$ cat src/rtl/core/blpc_pkg.sv
`timescale 1ns / 1ps
// ----------------------------------------------------------------------------
// blpc_pkg
// Shared types and constants of the button long press classifier: poll and
// event payloads, action and interaction codes, volume command values.
// ----------------------------------------------------------------------------
package blpc_pkg;

  // number of buttons polled per item
  localparam int unsigned NumBtn = 4;
  // width of the hold time register and of the timestamp field
  localparam int unsigned HoldW = 48;
  localparam int unsigned StampW = 48;
  // default time modulus width
  localparam int unsigned TimeWDefault = 48;
  // hold time after reset in microseconds
  localparam logic [HoldW-1:0] HoldReset = 48'd2000000;

  // volume command values
  localparam logic signed [7:0] VolMax  = 8'sd100;
  localparam logic signed [7:0] VolMin  = 8'sd0;
  localparam logic signed [7:0] VolUp   = 8'sd10;
  localparam logic signed [7:0] VolDown = -8'sd10;
  localparam logic signed [7:0] VolNone = 8'sd0;

  typedef enum logic [1:0] {
    ACT_PRESS   = 2'd0,
    ACT_LONG    = 2'd1,
    ACT_RELEASE = 2'd2
  } action_e;

  typedef enum logic [1:0] {
    INTER_NONE   = 2'd0,
    INTER_DOWN   = 2'd1,
    INTER_UP     = 2'd2,
    INTER_TOGGLE = 2'd3
  } inter_e;

  // one poll: active-low button levels and a microsecond timestamp
  typedef struct packed {
    logic [3:0]        pin_levels;
    logic [StampW-1:0] now_time;
  } poll_t;

  // one classified event
  typedef struct packed {
    logic [1:0]        button;
    action_e           action;
    inter_e            interaction;
    logic              volume_valid;
    logic signed [7:0] volume_value;
    logic              last;
  } event_t;

endpackage

$ cat src/rtl/core/blpc_button.sv
`timescale 1ns / 1ps
// ----------------------------------------------------------------------------
// blpc_button
// Per-button tracker: keeps the pressed flag, long-fired flag and press
// time, and classifies one poll into press, long press, release or nothing.
// ----------------------------------------------------------------------------
module blpc_button #(
  parameter int unsigned BTN_IDX    = 0,
  parameter int unsigned TIME_WIDTH = blpc_pkg::TimeWDefault
) (
  input  logic                           clk_i,
  input  logic                           rst_ni,
  input  logic                           update_i,
  input  logic                           pressed_i,
  input  logic [blpc_pkg::StampW-1:0]    now_i,
  input  logic [blpc_pkg::HoldW-1:0]     hold_i,
  output logic                           hit_o,
  output blpc_pkg::event_t               evt_o
);

  // common width for the elapsed time compare
  localparam int unsigned CmpW =
    (TIME_WIDTH > blpc_pkg::HoldW) ? TIME_WIDTH : blpc_pkg::HoldW;
  localparam int unsigned ExtW =
    (TIME_WIDTH > blpc_pkg::StampW) ? TIME_WIDTH : blpc_pkg::StampW;

  logic                  was_q, was_d;
  logic                  ld_q, ld_d;
  logic [TIME_WIDTH-1:0] stamp_q, stamp_d;

  logic [ExtW-1:0]       now_ext;
  logic [TIME_WIDTH-1:0] now_t;
  logic [TIME_WIDTH-1:0] elapsed;
  logic                  long_ok;

  // timestamp taken modulo the time range
  assign now_ext = ExtW'(now_i);
  assign now_t   = now_ext[TIME_WIDTH-1:0];
  assign elapsed = now_t - stamp_q;
  assign long_ok = CmpW'(elapsed) >= CmpW'(hold_i);

  // classify and compute next state
  always_comb begin
    was_d   = pressed_i;
    ld_d    = ld_q;
    stamp_d = stamp_q;
    hit_o   = 1'b0;
    evt_o.button       = 2'(BTN_IDX);
    evt_o.action       = blpc_pkg::ACT_PRESS;
    evt_o.interaction  = blpc_pkg::INTER_NONE;
    evt_o.volume_valid = 1'b0;
    evt_o.volume_value = blpc_pkg::VolNone;
    evt_o.last         = 1'b0;
    priority if (pressed_i && !was_q) begin
      // new press
      hit_o   = 1'b1;
      stamp_d = now_t;
      ld_d    = 1'b0;
      evt_o.action = blpc_pkg::ACT_PRESS;
      if (BTN_IDX == 1) begin
        evt_o.interaction = blpc_pkg::INTER_DOWN;
      end
    end else if (pressed_i && !ld_q && long_ok) begin
      // hold time reached
      hit_o = 1'b1;
      ld_d  = 1'b1;
      evt_o.action = blpc_pkg::ACT_LONG;
      if (BTN_IDX == 2) begin
        evt_o.volume_valid = 1'b1;
        evt_o.volume_value = blpc_pkg::VolMax;
      end else if (BTN_IDX == 3) begin
        evt_o.volume_valid = 1'b1;
        evt_o.volume_value = blpc_pkg::VolMin;
      end
    end else if (!pressed_i && was_q) begin
      // release
      hit_o   = 1'b1;
      stamp_d = '0;
      evt_o.action = blpc_pkg::ACT_RELEASE;
      if (BTN_IDX == 0) begin
        if (!ld_q) evt_o.interaction = blpc_pkg::INTER_TOGGLE;
      end else if (BTN_IDX == 1) begin
        evt_o.interaction = blpc_pkg::INTER_UP;
      end else if (BTN_IDX == 2) begin
        if (!ld_q) begin
          evt_o.volume_valid = 1'b1;
          evt_o.volume_value = blpc_pkg::VolUp;
        end
      end else begin
        if (!ld_q) begin
          evt_o.volume_valid = 1'b1;
          evt_o.volume_value = blpc_pkg::VolDown;
        end
      end
    end
  end

  // button state
  always_ff @(posedge clk_i or negedge rst_ni) begin
    if (!rst_ni) begin
      was_q   <= 1'b0;
      ld_q    <= 1'b0;
      stamp_q <= '0;
    end else if (update_i) begin
      was_q   <= was_d;
      ld_q    <= ld_d;
      stamp_q <= stamp_d;
    end
  end

endmodule

$ cat src/rtl/core/blpc_evbuf.sv
`timescale 1ns / 1ps
// ----------------------------------------------------------------------------
// blpc_evbuf
// Event buffer: holds the events of one poll, one slot per button, and
// drains them in button order, one per output transfer.
// ----------------------------------------------------------------------------
module blpc_evbuf (
  input  logic                                clk_i,
  input  logic                                rst_ni,
  input  logic                                load_i,
  input  logic [blpc_pkg::NumBtn-1:0]         hits_i,
  input  blpc_pkg::event_t                    evts_i [blpc_pkg::NumBtn],
  input  logic                                out_ready_i,
  output logic                                out_valid_o,
  output blpc_pkg::event_t                    out_data_o,
  output logic                                can_load_o,
  output logic [blpc_pkg::NumBtn-1:0]         pend_o
);

  logic [blpc_pkg::NumBtn-1:0] pend_q, pend_d;
  blpc_pkg::event_t            ev_q [blpc_pkg::NumBtn];
  logic [blpc_pkg::NumBtn-1:0] head_oh;
  logic [1:0]                  head_idx;
  logic                        single;
  logic                        pop;

  // lowest pending slot goes out first
  always_comb begin
    head_oh  = '0;
    head_idx = '0;
    for (int i = blpc_pkg::NumBtn - 1; i >= 0; i--) begin
      if (pend_q[i]) begin
        head_oh  = '0;
        head_oh[i] = 1'b1;
        head_idx = 2'(i);
      end
    end
  end

  assign single      = (pend_q & ~head_oh) == '0;
  assign out_valid_o = pend_q != '0;
  assign pop         = out_valid_o && out_ready_i;
  assign can_load_o  = !out_valid_o || (single && out_ready_i);
  assign pend_o      = pend_q;

  // output payload with last flag
  always_comb begin
    out_data_o      = ev_q[head_idx];
    out_data_o.last = single;
  end

  // pending mask update
  always_comb begin
    pend_d = pend_q;
    if (pop) pend_d = pend_q & ~head_oh;
    if (load_i) pend_d = hits_i;
  end

  always_ff @(posedge clk_i or negedge rst_ni) begin
    if (!rst_ni) begin
      pend_q <= '0;
    end else begin
      pend_q <= pend_d;
    end
  end

  // event slots
  always_ff @(posedge clk_i) begin
    if (load_i) begin
      for (int i = 0; i < blpc_pkg::NumBtn; i++) begin
        ev_q[i] <= evts_i[i];
      end
    end
  end

endmodule

$ cat src/rtl/core/button_press_long_press_classifier_unit.sv
`timescale 1ns / 1ps
// flow: a poll goes into the poll register, then its events into the buffer
// throughput: one poll per cycle while each poll yields at most one event
// and the output is ready; a poll with several events holds the single
// output port until all have transferred; polls without events give no output
// reset: buttons released, flags and press times cleared, hold time 2000000
// ----------------------------------------------------------------------------
// button_press_long_press_classifier_unit
// Four-button classifier: poll register, per-button trackers and an event
// buffer that sends press, long press and release events in button order.
// ----------------------------------------------------------------------------
module button_press_long_press_classifier_unit #(
  parameter int unsigned TIME_WIDTH = blpc_pkg::TimeWDefault
) (
  input  logic                           clk_i,
  input  logic                           rst_ni,
  input  logic                           in_valid_i,
  output logic                           in_ready_o,
  input  blpc_pkg::poll_t                in_data_i,
  output logic                           out_valid_o,
  input  logic                           out_ready_i,
  output blpc_pkg::event_t               out_data_o,
  input  logic                           cfg_we_i,
  input  logic [blpc_pkg::HoldW-1:0]     cfg_wdata_i
);

  logic [blpc_pkg::HoldW-1:0]  hold_q;
  logic                        st_valid_q;
  blpc_pkg::poll_t             st_q;
  logic                        can_load;
  logic                        fire;
  logic [blpc_pkg::NumBtn-1:0] hits;
  blpc_pkg::event_t            evts [blpc_pkg::NumBtn];
  logic [blpc_pkg::NumBtn-1:0] pend;

  // hold time register
  always_ff @(posedge clk_i or negedge rst_ni) begin
    if (!rst_ni) begin
      hold_q <= blpc_pkg::HoldReset;
    end else if (cfg_we_i) begin
      hold_q <= cfg_wdata_i;
    end
  end

  // poll register
  assign fire       = st_valid_q && can_load;
  assign in_ready_o = !st_valid_q || can_load;

  always_ff @(posedge clk_i or negedge rst_ni) begin
    if (!rst_ni) begin
      st_valid_q <= 1'b0;
    end else if (in_ready_o) begin
      st_valid_q <= in_valid_i;
    end
  end

  always_ff @(posedge clk_i) begin
    if (in_valid_i && in_ready_o) begin
      st_q <= in_data_i;
    end
  end

  // per-button classification
  for (genvar b = 0; b < blpc_pkg::NumBtn; b++) begin : g_btn
    blpc_button #(
      .BTN_IDX   (b),
      .TIME_WIDTH(TIME_WIDTH)
    ) u_button (
      .clk_i    (clk_i),
      .rst_ni   (rst_ni),
      .update_i (fire),
      .pressed_i(!st_q.pin_levels[b]),
      .now_i    (st_q.now_time),
      .hold_i   (hold_q),
      .hit_o    (hits[b]),
      .evt_o    (evts[b])
    );
  end

  // event buffer and output
  blpc_evbuf u_evbuf (
    .clk_i      (clk_i),
    .rst_ni     (rst_ni),
    .load_i     (fire),
    .hits_i     (hits),
    .evts_i     (evts),
    .out_ready_i(out_ready_i),
    .out_valid_o(out_valid_o),
    .out_data_o (out_data_o),
    .can_load_o (can_load),
    .pend_o     (pend)
  );

`ifndef SYNTH
  // events of one poll leave in rising button order
  a_btn_order: assert property (@(posedge clk_i) disable iff (!rst_ni)
    out_valid_o && out_ready_i && !out_data_o.last |=>
      out_valid_o && (out_data_o.button > $past(out_data_o.button)))
    else $error("event order broken");

  // last marks the only pending event
  a_last_single: assert property (@(posedge clk_i) disable iff (!rst_ni)
    out_valid_o && out_data_o.last |-> $onehot(pend))
    else $error("last flag with more events pending");

  // a quiet poll leaves nothing to send
  a_quiet_poll: assert property (@(posedge clk_i) disable iff (!rst_ni)
    fire && (hits == '0) |=> !out_valid_o)
    else $error("output from a quiet poll");
`endif

endmodule

$ cat config.mk
export PLATFORM = sky130hd
export DESIGN_NAME = button_press_long_press_classifier_unit
export DESIGN_NICKNAME = d
export VERILOG_FILES = /design/src/rtl/core/blpc_pkg.sv /design/src/rtl/core/blpc_button.sv /design/src/rtl/core/blpc_evbuf.sv /design/src/rtl/core/button_press_long_press_classifier_unit.sv
export SDC_FILE = /design/constraint.sdc
export NUM_CORES = 1
export LEC_CHECK = 0
export ABC_AREA = 1
export BUFFER_PORTS_ARGS = -buffer_cell sky130_fd_sc_hd__buf_4
export CORE_AREA = 2 2 319 321
export CTS_CLUSTER_SIZE = 8
export DETAILED_ROUTE_END_ITERATION = 12
export DIE_AREA = 0 0 321 323
export PLACE_DENSITY = 0.56
export SYNTH_ARGS = -nofsm -noshare
export SYNTH_HDL_FRONTEND = slang
export SYNTH_SLANG_ARGS = --single-unit
$ cat constraint.sdc
create_clock -name clk_i -period 4.75 [get_ports clk_i]
set_input_delay 0.7125 -clock clk_i [delete_from_list [all_inputs] [get_ports clk_i]]
set_output_delay 0.7125 -clock clk_i [all_outputs]
set_load 0.005 [all_outputs]
==> impl_results.md, run 1 <==
- Area enclosed by the die boundary: 0.1037 sq mm
- CTS tree: yes
- Sum of net half-perimeters after detailed placement: 104,600 um
- Htree depth: 2
- Vert. Die Dim: 323 um
- Register bit count reported by yosys: 319
- Outcome: finished clean
- Transition time at the pin with the least slew margin: 1.190 ns
- Count of standard-cell rows: 117
- MaxCap Viol Count: 0
- Antenna viol nets, final: 0
- Number of global-route vias before repair: 29,746
- Wire length after detailed routing: 124,200 um
- Commonest cells post-synth: nand2_1, inv_1, nor2_1
- Worst slew margin relative to its limit: 20.69%
- Number of design rule violations left after detail routing: 0
- Area fraction of the dominant cell type after synthesis: 20.57%
- Post-route design area: 0.03432 sq mm
- Sequential fraction of the synthesis area: 27.81%
- IR Drop Worst-Case VDD: 0.0003887 V
- Setup Slack @ Placement: -0.1031 ns
- Vias: 29,736
- Number of setup violations in the final report: 0
- Cells taking the most area after synthesis: dfrtp_1, ha_1, nand2_1, inv_1, edfxtp_1
- Most common cell on crit path: nand2_1
- Mapped Cells: 4,303
- DR vias/cell: 5.091
- Starting DRC count in detailed routing: 1,984
- Maximum clock frequency: 0.2162 GHz
- IO Pins: 123
- Post-synth cell types: 47
- Startpoint types: flip-flop
- Overall track demand over capacity in global routing: 23.59%
- Placed cell area: 0.03274 sq mm
- Crit path largest cell delay: 0.66 ns
- Pleak: 0.01577 uW
- Data required time of the worst path: 5.12 ns
- Slack of the critical path: 0.1242 ns
- WP data arrival: 5.00 ns
- Tmin final: 4.626 ns
- Layout overhead on the synthesized area: 14.67%
- Hold-fix buffer count after cts: 0
- Total congestion overflow after global routing: 0
- Clock sink count: 319
- Clk slew on worst S/H paths: 0.06 ns
- Final hold vios: 0
- Hold Crit Class: input port to asynchronous set/reset pin
- Clock root buffer: clkbuf_16
- Clock Tree Buf Depth: 3
- Drt first pass iters: 7
- Synth Net Count: 4,800
- Area of the placeable core: 0.1007 sq mm
- Critical-path top delay cell: edfxtp_1
- Critical Setup Path Class: flip-flop to flip-flop
- Unrepaired setup endpoints after global routing: no
- Final Skew: 0.02806 ns
- Share of final-layout standard cells stronger than drive strength 1: 6.932%
- Maximum number of pins on one net before global-route repair: 91
- Prevailing post-synth register cell: dfrtp_1
- Wire length of the first global-routing pass: 181,300 um
- Count of flip-flops with a built-in enable after synthesis: 66
- Routed WL per cell: 21.27 um
- Most common cell in the netlist: nand2_1
- Area of the mapped netlist: 0.02993 sq mm
- Final hold slack: 0.07240 ns
- Number of pins with negative max-slew slack in the final report: 0
- Port Buffer Count: 121
- Fin Setup TNS: 0 ns
- Yosys synthesis warning count: 0
- Final period utilization: 97.38%
- Initial standard-cell utilization of the core: 29.72%
- Post-synthesis cell type with the largest combined area: dfrtp_1
- CP endpoint kind: flip-flop
- NumNets Final: 4,992
- Number of CTS-inserted buffers: 48
- CP Cell Sequence: ha_1, nand2_1, nor2_1, nand2_1, nor3_1, nand3_1, nand3_1, xor2_1, ha_1, nand4_1, nor3_1, nand2_1, nor3b_1, nand2_1, nand2_1, nand2_1, and3_1
- Post-synth ARST share: 79.31%
- Top fanout value on the critical path: 8
- Syn_area_per_cell: 6.955 sq um
- Post-layout utilization of the core: 34.08%
- Floorplan die width: 321 um
- Placer's final routability congestion estimate: 0.9744
- Worst-skew pair later-pin latency: 0.64 ns
- Power per cell area: 880.6 mW/mm^2
- Antenna violations before repair: 4
-- worst paths after layout --
path,slack (ns),start,cells after the start,endpoint
min,0.07,rst_ni,1,hold_q[26]
max reg2reg,0.12,st_q[24],17,u_evbuf.ev_q[1][10]
max in group asynchronous,3.68,rst_ni,2,g_btn[1].u_button.stamp_q[33]
min reg2reg,0.47,g_btn[0].u_button.stamp_q[40],2,g_btn[0].u_button.stamp_q[40]
max,0.12,st_q[24],17,u_evbuf.ev_q[1][10]
min in group clk_i,0.25,in_data_i[46],1,st_q[46]
-- power by group --
| group | switching (uW) | internal [uW] | total [uW] | leakage [uW] |
|---|---|---|---|---|
| clock | 1400 | 2060 | 3450 | 0.000703 |
| combinational | 14500 | 7660 | 22200 | 0.0111 |
| sequential | 702 | 3910 | 4610 | 0.00393 |
-- sequential cells by signal (all words and copies together) (netlist names) --
name	flops
g_btn.u_button.ld_q	4
g_btn.u_button.stamp_q	192
g_btn.u_button.was_q	4
hold_q	48
st_q	52
st_valid_q	1
u_evbuf.ev_q	14
u_evbuf.pend_o	4
-- timing repair --
item,in CTS,in global routing
gates resized for setup,1,8
pin swaps,1,1
setup buffers,1,9
setup endpoints to repair,4,64
-- cell families (layout without fill, tap and decap cells) --
family | count (synthesis) | after routing | share of synthesized area, %
flops | 319 | 319 | 27.81
xor+xnor | 182 | 182 | 5.326
buf+inv | 691 | 918 | 9.243
simple gates | 1822 | 1822 | 25.08
mux | 1 | 1 | 0.03762
fa+ha+maj | 392 | 392 | 16.49
other cells | 1 | 3 | 0.01253
compound gates | 895 | 895 | 16.01
-- worst max-delay path, delay by kind of cell, from the launching register on --
family / cells / cell delay, ns
xor gates and xnor gates: 1 / 0.11
adders and majority gates: 2 / 0.82
DFF: 1 / 0.66
and+or+nand+nor: 14 / 2.76
-- area by class of cell --
type                            instances  area [sq um]
Tap cell                             1309          1638
Antenna cell                            2         5.005
Sequential cell                       319          8322
Timing Repair Buffer                  218          1694
Clock inverter                          6         91.34
Inverter                              615          2308
Fill cell                           11023         66400
Clock buffer                           79          1370
Multi-Input combinational cell       3293         18890
-- layout by cell type (no fill, tap or decap), drive strengths merged, types with 2 or more instances in the layout --
cell type	Yosys	routed
o21bai	27	27
nor4	20	20
bufinv	0	2
clkbuf	34	79
a31oi	42	42
edfxtp	66	66
nand3	296	296
diode	0	2
or2	5	5
a21o	35	35
dfrtp	246	246
dfstp	7	7
and3	3	3
a21oi	365	365
xnor2	58	58
o21a	17	17
nor3	54	54
a211oi	3	3
a21boi	13	13
buf	42	218
fa	4	4
o211ai	4	4
nand4	35	35
inv	615	615
nand2	944	944
clkinv	0	4
xor2	124	124
o21ai	387	387
nor2	463	463
ha	388	388
-- per-layer routing --
| metal | up-vias | track usage (%) | wire length (um) |
|---|---|---|---|
| met2 | 800 | 41.32 | 59350 |
| li1 | 14628 | - | - |
| met3 | 251 | 2.523 | 5452 |
| met4 | 0 | 11.70 | 6613 |
| met5 | - | 0 | 0 |
| met1 | 14057 | 28.74 | 52810 |
-- per-stage QoR --
stage	std cells	total power, uW
5_1_grt	5839	33070
3_3_place_gp	5744	26360
4_1_cts	5830	30080
6_report	5841	30220
3_5_place_dp	5744	26430
2_1_floorplan	4303	19430
Power figures use the tool's default switching activity.
==> run 2: changes to the inputs <==
--- a/config.mk
+++ b/config.mk
@@ -5,12 +5,12 @@
 export SDC_FILE = /design/constraint.sdc
 export NUM_CORES = 1
 export LEC_CHECK = 0
-export ABC_AREA = 1
 export BUFFER_PORTS_ARGS = -buffer_cell sky130_fd_sc_hd__buf_4
-export CORE_AREA = 2 2 319 321
+export CORE_AREA = 2 2 302 304
+export CTS_BUF_LIST = sky130_fd_sc_hd__clkbuf_8 sky130_fd_sc_hd__clkbuf_16
 export CTS_CLUSTER_SIZE = 8
 export DETAILED_ROUTE_END_ITERATION = 12
-export DIE_AREA = 0 0 321 323
+export DIE_AREA = 0 0 304 306
 export PLACE_DENSITY = 0.56
 export SYNTH_ARGS = -nofsm -noshare
 export SYNTH_HDL_FRONTEND = slang
==> impl_results.md, run 2 <==
- Outcome: complete, but fails checks
- Failing checks: setup timing
- Layout overhead on the synthesized area: 33.06%
- NumNets Final: 4,210 (-16%)
- IO Pins: 123 (unchanged)
- Wire length after detailed routing: 91,200 um (-27%)
- Htree depth: 2 (unchanged)
- Maximum number of pins on one net before global-route repair: 95 (+4.4%)
- Setup slack of the most critical reg-to-reg path: -0.53 ns (-0.66 ns)
- Prevailing post-synth register cell: dfrtp_1
- Setup Slack @ Placement: -0.8191 ns (-0.7161 ns)
- Multi-input logic area: 0.01804 sq mm (-4.5%)
- Most common cell after layout, fill and taps aside: buf_4
- CTS tree: yes
- Register name with the most flops: g_btn.u_button.stamp_q
- Top fanout value on the critical path: 10 (+2)
- Hold Crit Class: input port to asynchronous set/reset pin
- Drt first pass iters: 5 (-2)
- Filler cell count: 8,959 (-19%)
- Clock root buffer: clkbuf_16
- Maximum clock frequency: 0.1893 GHz (-12%)
- Number of global-route vias before repair: 24,095 (-19%)
- Count of flip-flops with a built-in enable after synthesis: 66 (unchanged)
- Port Buffer Count: 121 (unchanged)
- Antenna cells: 0 (-2)
- Tmin final: 5.283 ns (+0.6569 ns)
- Transition time at the pin with the least slew margin: 1.295 ns (+0.1057 ns)
- Antenna violations before repair: 0 (-4)
- Vert. Die Dim: 306 um (-5.3%)
- Number of pins with negative max-slew slack in the final report: 0 (unchanged)
- Area of the mapped netlist: 0.02676 sq mm (-11%)
- Routed WL per cell: 18.53 um (-13%)
- Slack of the critical path: -0.5327 ns (-0.6569 ns)
- Sequential cell area: 0.008322 sq mm (unchanged)
- Register bit count reported by yosys: 319 (unchanged)
- Data required time of the worst path: 5.28 ns (+0.16 ns)
- Initial standard-cell utilization of the core: 29.87% (+0.16 points)
- R2R Path End: g_btn[0].u_button.stamp_q[3]
- Commonest cells post-synth: ha_1, o21ai_0, inv_1
- Post-synthesis cell type with the largest combined area: dfrtp_1
- Most frequent cells in the layout: buf_4, ha_1, inv_1
- Final Skew: 0.01840 ns (-0.009656 ns)
- Worst-case reg-to-reg path depth: 25 (+8)
- Placer's final routability congestion estimate: 0.9017 (-7.5%)
- Total congestion overflow after global routing: 0 (unchanged)
- Starting DRC count in detailed routing: 1,616 (-19%)
- Final hold slack: 0.1456 ns (+0.07321 ns)
- Largest registers: g_btn.u_button.stamp_q (192), st_q (52), hold_q (48)
- Number of design rule violations left after detail routing: 0 (unchanged)
- Overall track demand over capacity in global routing: 19.14% (-4.4 points)
- Worst setup startpoint: st_q[0]
- Worst R2R Start: st_q[0]
- Share of final-layout standard cells stronger than drive strength 1: 25.73% (+19 points)
- Worst slew margin relative to its limit: 13.64% (-7.0 points)
- Area fraction of the dominant cell type after synthesis: 23.00% (+2.4 points)
- Clk slew on worst S/H paths: 0.05 ns (about the same)
- Critical Setup Path Class: flip-flop to flip-flop
- Area enclosed by the die boundary: 0.09302 sq mm (-10%)
- Floorplan die width: 304 um (-5.3%)
- Yosys synthesis warning count: 0 (unchanged)
- Sequential fraction of the synthesis area: 31.09% (+3.3 points)
- MaxCap Viol Count: 0 (unchanged)
- Worst-skew pair later-pin latency: 0.61 ns (-0.03 ns)
- Syn_area_per_cell: 8.614 sq um (+24%)
- Unrepaired setup endpoints after global routing: yes
- Synth Net Count: 3,604 (-25%)
- Post-synth ARST share: 79.31% (unchanged)
- Hold-fix buffer count after cts: 0 (unchanged)
- Number of setup violations in the final report: 69 (+69)
- Final hold vios: 0 (unchanged)
- WP data arrival: 5.82 ns (+0.82 ns)
- Most common cell in the netlist: ha_1
- Clock Tree Buf Depth: 3 (unchanged)
- Final period utilization: 111.2% (+14 points)
- Antenna viol nets, final: 0 (unchanged)
- Mapped Cells: 3,107 (-28%)
- Cells taking the most area after synthesis: dfrtp_1, ha_1, edfxtp_1, o21ai_0, a21o_1
- Flip-flop count of the largest register after layout: 192 (unchanged)
- Sum of net half-perimeters after detailed placement: 69,030 um (-34%)
- Area of the placeable core: 0.08960 sq mm (-11%)
- Number of CTS-inserted buffers: 46 (-4.2%)
- Count of standard-cell rows: 110 (-6.0%)
- Vias: 24,969 (-16%)
- DR vias/cell: 5.073 (-0.35%)
- Wire length of the first global-routing pass: 141,100 um (-22%)
- Clock sink count: 319 (unchanged)
- Post-synth cell types: 94 (+100%)
- Startpoint types: flip-flop
- CP endpoint kind: flip-flop
## run 2: cell types whose count changed in the layout (fill, tap and decap cells not counted), sizes merged, moves of 34 or more
cell   before  now
a21o       35  174
nor2      463  140
a22o        0   51
o21ai     387  335
nand2     944  194
nand4      35   69
buf       218  690
xor2      124   63
nor2b       0   40
xnor2      58  108
inv       615  316
a21oi     365  251
nand3     296  189
## run 2: what timing repair did
item,in CTS,in global routing
cloned,3,0
setup buffers,39,32
pin swaps,80,136
setup endpoints to repair,69,69
resized for setup,136,130
## run 2: logic make-up (layout without fill, tap and decap cells)
family / after synthesis / after routing / synth area share (%)
buffers and inverters: 417 / 1056 / 6.152
xor gates and xnor gates: 171 / 171 / 5.596
AOI/OAI and AO/OA: 1023 / 1023 / 24.23
other: 1 / 1 / 0.01401
muxes: 8 / 8 / 0.3553
and+or+nand+nor: 775 / 775 / 14.09
adders and majority gates: 393 / 393 / 18.48
DFF: 319 / 319 / 31.09
## run 2: stage by stage
stage / utilization (%) / TNS (ns) / instances / area, sq um
CTS: 38.90 / -27.35 / 4897 / 34860
floorplan: - / 0 / 3107 / 26830
global placement: 36.30 / -46.48 / 4776 / 32520
detailed placement: 36.30 / -52.54 / 4776 / 32520
finish: 39.75 / -32.02 / 4922 / 35610
global route: 39.75 / -44.80 / 4922 / 35610
## run 2: worst max path at each step
stage | end | slack (ns) | depth (start not counted)
floorplan | u_evbuf.pend_o[1] | 0.004 | 22
global placement | u_evbuf.ev_q[3][8] | -0.82 | 21
detailed placement | g_btn[0].u_button.stamp_q[32] | -0.82 | 26
CTS | g_btn[0].u_button.stamp_q[2] | -0.48 | 27
global route | g_btn[0].u_button.stamp_q[44] | -0.73 | 27
finish | g_btn[0].u_button.stamp_q[3] | -0.53 | 25
## run 2: per-layer routing
metal  vias to the layer above  part of all wire, %  global-route usage (%)
li1                      12453                    -                       -
met1                     11904                   46                   25.83
met2                       474                   47                   31.84
met3                       138                  3.5                   1.942
met4                         0                  3.5                   6.699
met5                         -                    0                       0
## run 2: layout make-up
cell class                 instances  share of cell area, %
sequential                       319                  23.37
timing repair buffer             690                  15.05
clock inverter                    32                 0.3970
inverter                         285                  3.004
tap                             1176                  4.132
clock buffer                      49                  3.380
multi-input combinational       2371                  50.67
## run 2: worst max-delay path, stage by stage (launching register included)
cell and delay (ns):
edfxtp_1 0.42, inv_2 0.13, ha_4 0.15, inv_2 0.04
fa_2 0.39, a21oi_4 0.21, o21ai_4 0.08, a31oi_4 0.28
o21ai_4 0.10, a311oi_2 0.30, buf_6 0.18, o21ai_4 0.11
a21oi_2 0.15, buf_4 0.14, o21ai_1 0.08, a21oi_2 0.15
xnor2_1 0.09, ha_1 0.30, nand4_1 0.18, o21ai_4 0.30
nor2_2 0.06, buf_4 0.15, or4_4 0.50, o21ai_4 0.26
buf_6 0.25, a22o_1 0.16
Power of run 2 is left out: the tool's default activity adds up to more than one toggle a clock period on the data nets, which glitch-free logic cannot reach.
==> run 3: changes to the inputs <==
--- a/config.mk
+++ b/config.mk
@@ -6,11 +6,12 @@
 export NUM_CORES = 1
 export LEC_CHECK = 0
 export BUFFER_PORTS_ARGS = -buffer_cell sky130_fd_sc_hd__buf_4
-export CORE_AREA = 2 2 302 304
+export CORE_AREA = 3 3 303 305
 export CTS_BUF_LIST = sky130_fd_sc_hd__clkbuf_8 sky130_fd_sc_hd__clkbuf_16
 export CTS_CLUSTER_SIZE = 8
 export DETAILED_ROUTE_END_ITERATION = 12
-export DIE_AREA = 0 0 304 306
+export DIE_AREA = 0 0 306 308
+export GPL_ROUTABILITY_DRIVEN = 0
 export PLACE_DENSITY = 0.56
 export SYNTH_ARGS = -nofsm -noshare
 export SYNTH_HDL_FRONTEND = slang
==> impl_results.md, run 3 (synthesis gave the netlist of run 2 again) <==
- Number of setup violations in the final report: 69 (unchanged)
- Critical Setup Path Class: flip-flop to flip-flop
- Maximum clock frequency: 0.1893 GHz (about the same)
- DR vias/cell: 5.062 (-0.21%)
- Hold Crit Class: input port to asynchronous set/reset pin
- Number of design rule violations left after detail routing: 0 (unchanged)
- Overall track demand over capacity in global routing: 18.57% (-0.57 points)
- Htree depth: 2 (unchanged)
- Area enclosed by the die boundary: 0.09425 sq mm (+1.3%)
- Initial standard-cell utilization of the core: 29.87% (unchanged)
- Unrepaired setup endpoints after global routing: yes
- IO Pins: 123 (unchanged)
- CTS tree: yes
- Share of final-layout standard cells stronger than drive strength 1: 25.54% (-0.19 points)
- Multi-input logic area: 0.01800 sq mm (-0.26%)
- Wire length of the first global-routing pass: 137,700 um (-2.4%)
- Starting DRC count in detailed routing: 1,620 (+0.25%)
- Clk slew on worst S/H paths: 0.05 ns (about the same)
- Register name with the most flops: g_btn.u_button.stamp_q
- NumNets Final: 4,203 (-0.17%)
- Count of placed standard cells including taps: 4,774 (-0.042%)
- Tmin final: 5.283 ns (+0.0006580 ns)
- Sequential cell area: 0.008322 sq mm (unchanged)
- Vert. Die Dim: 308 um (+0.65%)
- Flip-flop count of the largest register after layout: 192 (unchanged)
- Count of standard-cell rows: 110 (unchanged)
- Clock Tree Buf Depth: 3 (unchanged)
- Transition time at the pin with the least slew margin: 1.144 ns (-0.1511 ns)
- Startpoint types: flip-flop
- Area of the placeable core: 0.08960 sq mm (unchanged)
- Slack of the critical path: -0.5333 ns (-0.0006580 ns)
- Clock root buffer: clkbuf_16
- Maximum number of pins on one net before global-route repair: 111 (+17%)
- Floorplan die width: 306 um (+0.66%)
- Sum of net half-perimeters after detailed placement: 68,170 um (-1.2%)
- Final period utilization: 111.2% (about the same)
- Worst-skew pair later-pin latency: 0.61 ns (about the same)
- Routed WL per cell: 18.50 um (-0.14%)
- Vias: 24,880 (-0.36%)
- Data required time of the worst path: 5.26 ns (-0.02 ns)
- Number of CTS-inserted buffers: 48 (+4.3%)
- Number of pins with negative max-slew slack in the final report: 0 (unchanged)
- Final hold slack: 0.05982 ns (-0.08579 ns)
- Total congestion overflow after global routing: 0 (unchanged)
- Antenna violations before repair: 1 (+1)
- Outcome: complete, but fails checks
- Hold-fix buffer count after cts: 0 (unchanged)
- Port Buffer Count: 121 (unchanged)
- Final Skew: 0.03605 ns (+0.01765 ns)
- Worst slew margin relative to its limit: 23.13% (+9.5 points)
- Number of global-route vias before repair: 23,817 (-1.2%)
- Largest registers: g_btn.u_button.stamp_q (192), st_q (52), hold_q (48)
- Antenna viol nets, final: 0 (unchanged)
- Antenna cells: 0 (unchanged)
- Most common cell after layout, fill and taps aside: buf_4
- Failing checks: setup timing
- WP data arrival: 5.79 ns (-0.03 ns)
- Drt first pass iters: 5 (unchanged)
- Final hold vios: 0 (unchanged)
- Filler cell count: 9,013 (+0.60%)
- Final standard cell count with taps included and fillers excluded: 4,915 (-0.14%)
- Wire length after detailed routing: 90,940 um (-0.28%)
- Clock sink count: 319 (unchanged)
- MaxCap Viol Count: 0 (unchanged)
- Layout overhead on the synthesized area: 33.37%
- CP endpoint kind: flip-flop
- Top fanout value on the critical path: 6 (-4)
- Most frequent cells in the layout: buf_4, ha_1, inv_1
## run 3: routing by layer
metal  wire length [um]  vias up  GRT usage (%)
met5                 13        -              0
met4               3658        2          7.534
met3               3897      145          2.582
met2              41860      531          30.41
met1              41510    11763          24.71
li1                   -    12439              -
## run 3: repair_timing
action,in CTS,in global routing
setup endpoints to repair,69,69
setup buffers,18,39
pin swaps,33,122
gates cloned,2,4
gates resized for setup,111,146
## run 3: worst paths after layout
check                                              start                       endpoint  slack, ns  cells past startpoint
hold / removal                                    rst_ni                     hold_q[29]       0.06                      1
setup / recovery                                 st_q[0]   g_btn[0].u_button.stamp_q[4]      -0.53                     27
setup reg to reg                                 st_q[0]   g_btn[0].u_button.stamp_q[4]      -0.53                     27
max in group asynchronous                         rst_ni                      hold_q[0]       3.50                      2
hold reg to reg            g_btn[3].u_button.stamp_q[47]  g_btn[3].u_button.stamp_q[47]       0.49                      2
min in group clk_i                         in_data_i[29]                       st_q[29]       0.28                      1
## run 3: critical path, cell delays in order (launching register included)
cell      delay, ns
edfxtp_1       0.39
inv_2          0.12
buf_6          0.10
buf_6          0.08
ha_4           0.12
inv_2          0.03
fa_2           0.36
a21oi_4        0.17
o21ai_4        0.09
a31oi_4        0.25
o21ai_2        0.12
a311oi_2       0.24
buf_6          0.20
o21ai_4        0.09
o21bai_4       0.14
nand2_1        0.10
buf_4          0.15
xor2_1         0.13
ha_1           0.28
nand4_1        0.21
nor4_4         0.39
buf_4          0.17
a31oi_4        0.09
or4_4          0.46
o21ai_4        0.21
buf_12         0.18
buf_12         0.15
a22o_1         0.14
## run 3: final cells by class
class,instances,share of cell area (%)
clock buffer,54,3.628
clock inverter,29,0.4136
inverter,285,2.997
multi-input combinational,2371,50.42
sequential,319,23.31
tap,1176,4.122
timing repair buffer,681,15.11
## run 3: metrics by stage
stage	setup slack (ns)	util [%]	setup TNS, ns	instance area [sq um]
6_report	-0.5333	39.84	-29.23	35700
3_3_place_gp	-0.7859	36.30	-49.48	32520
5_1_grt	-0.7772	39.84	-46.46	35700
2_1_floorplan	0.003844	-	0	26830
3_5_place_dp	-0.8569	36.30	-53.70	32520
4_1_cts	-0.4917	38.62	-25.62	34610
Power of run 3 is left out for the same reason.
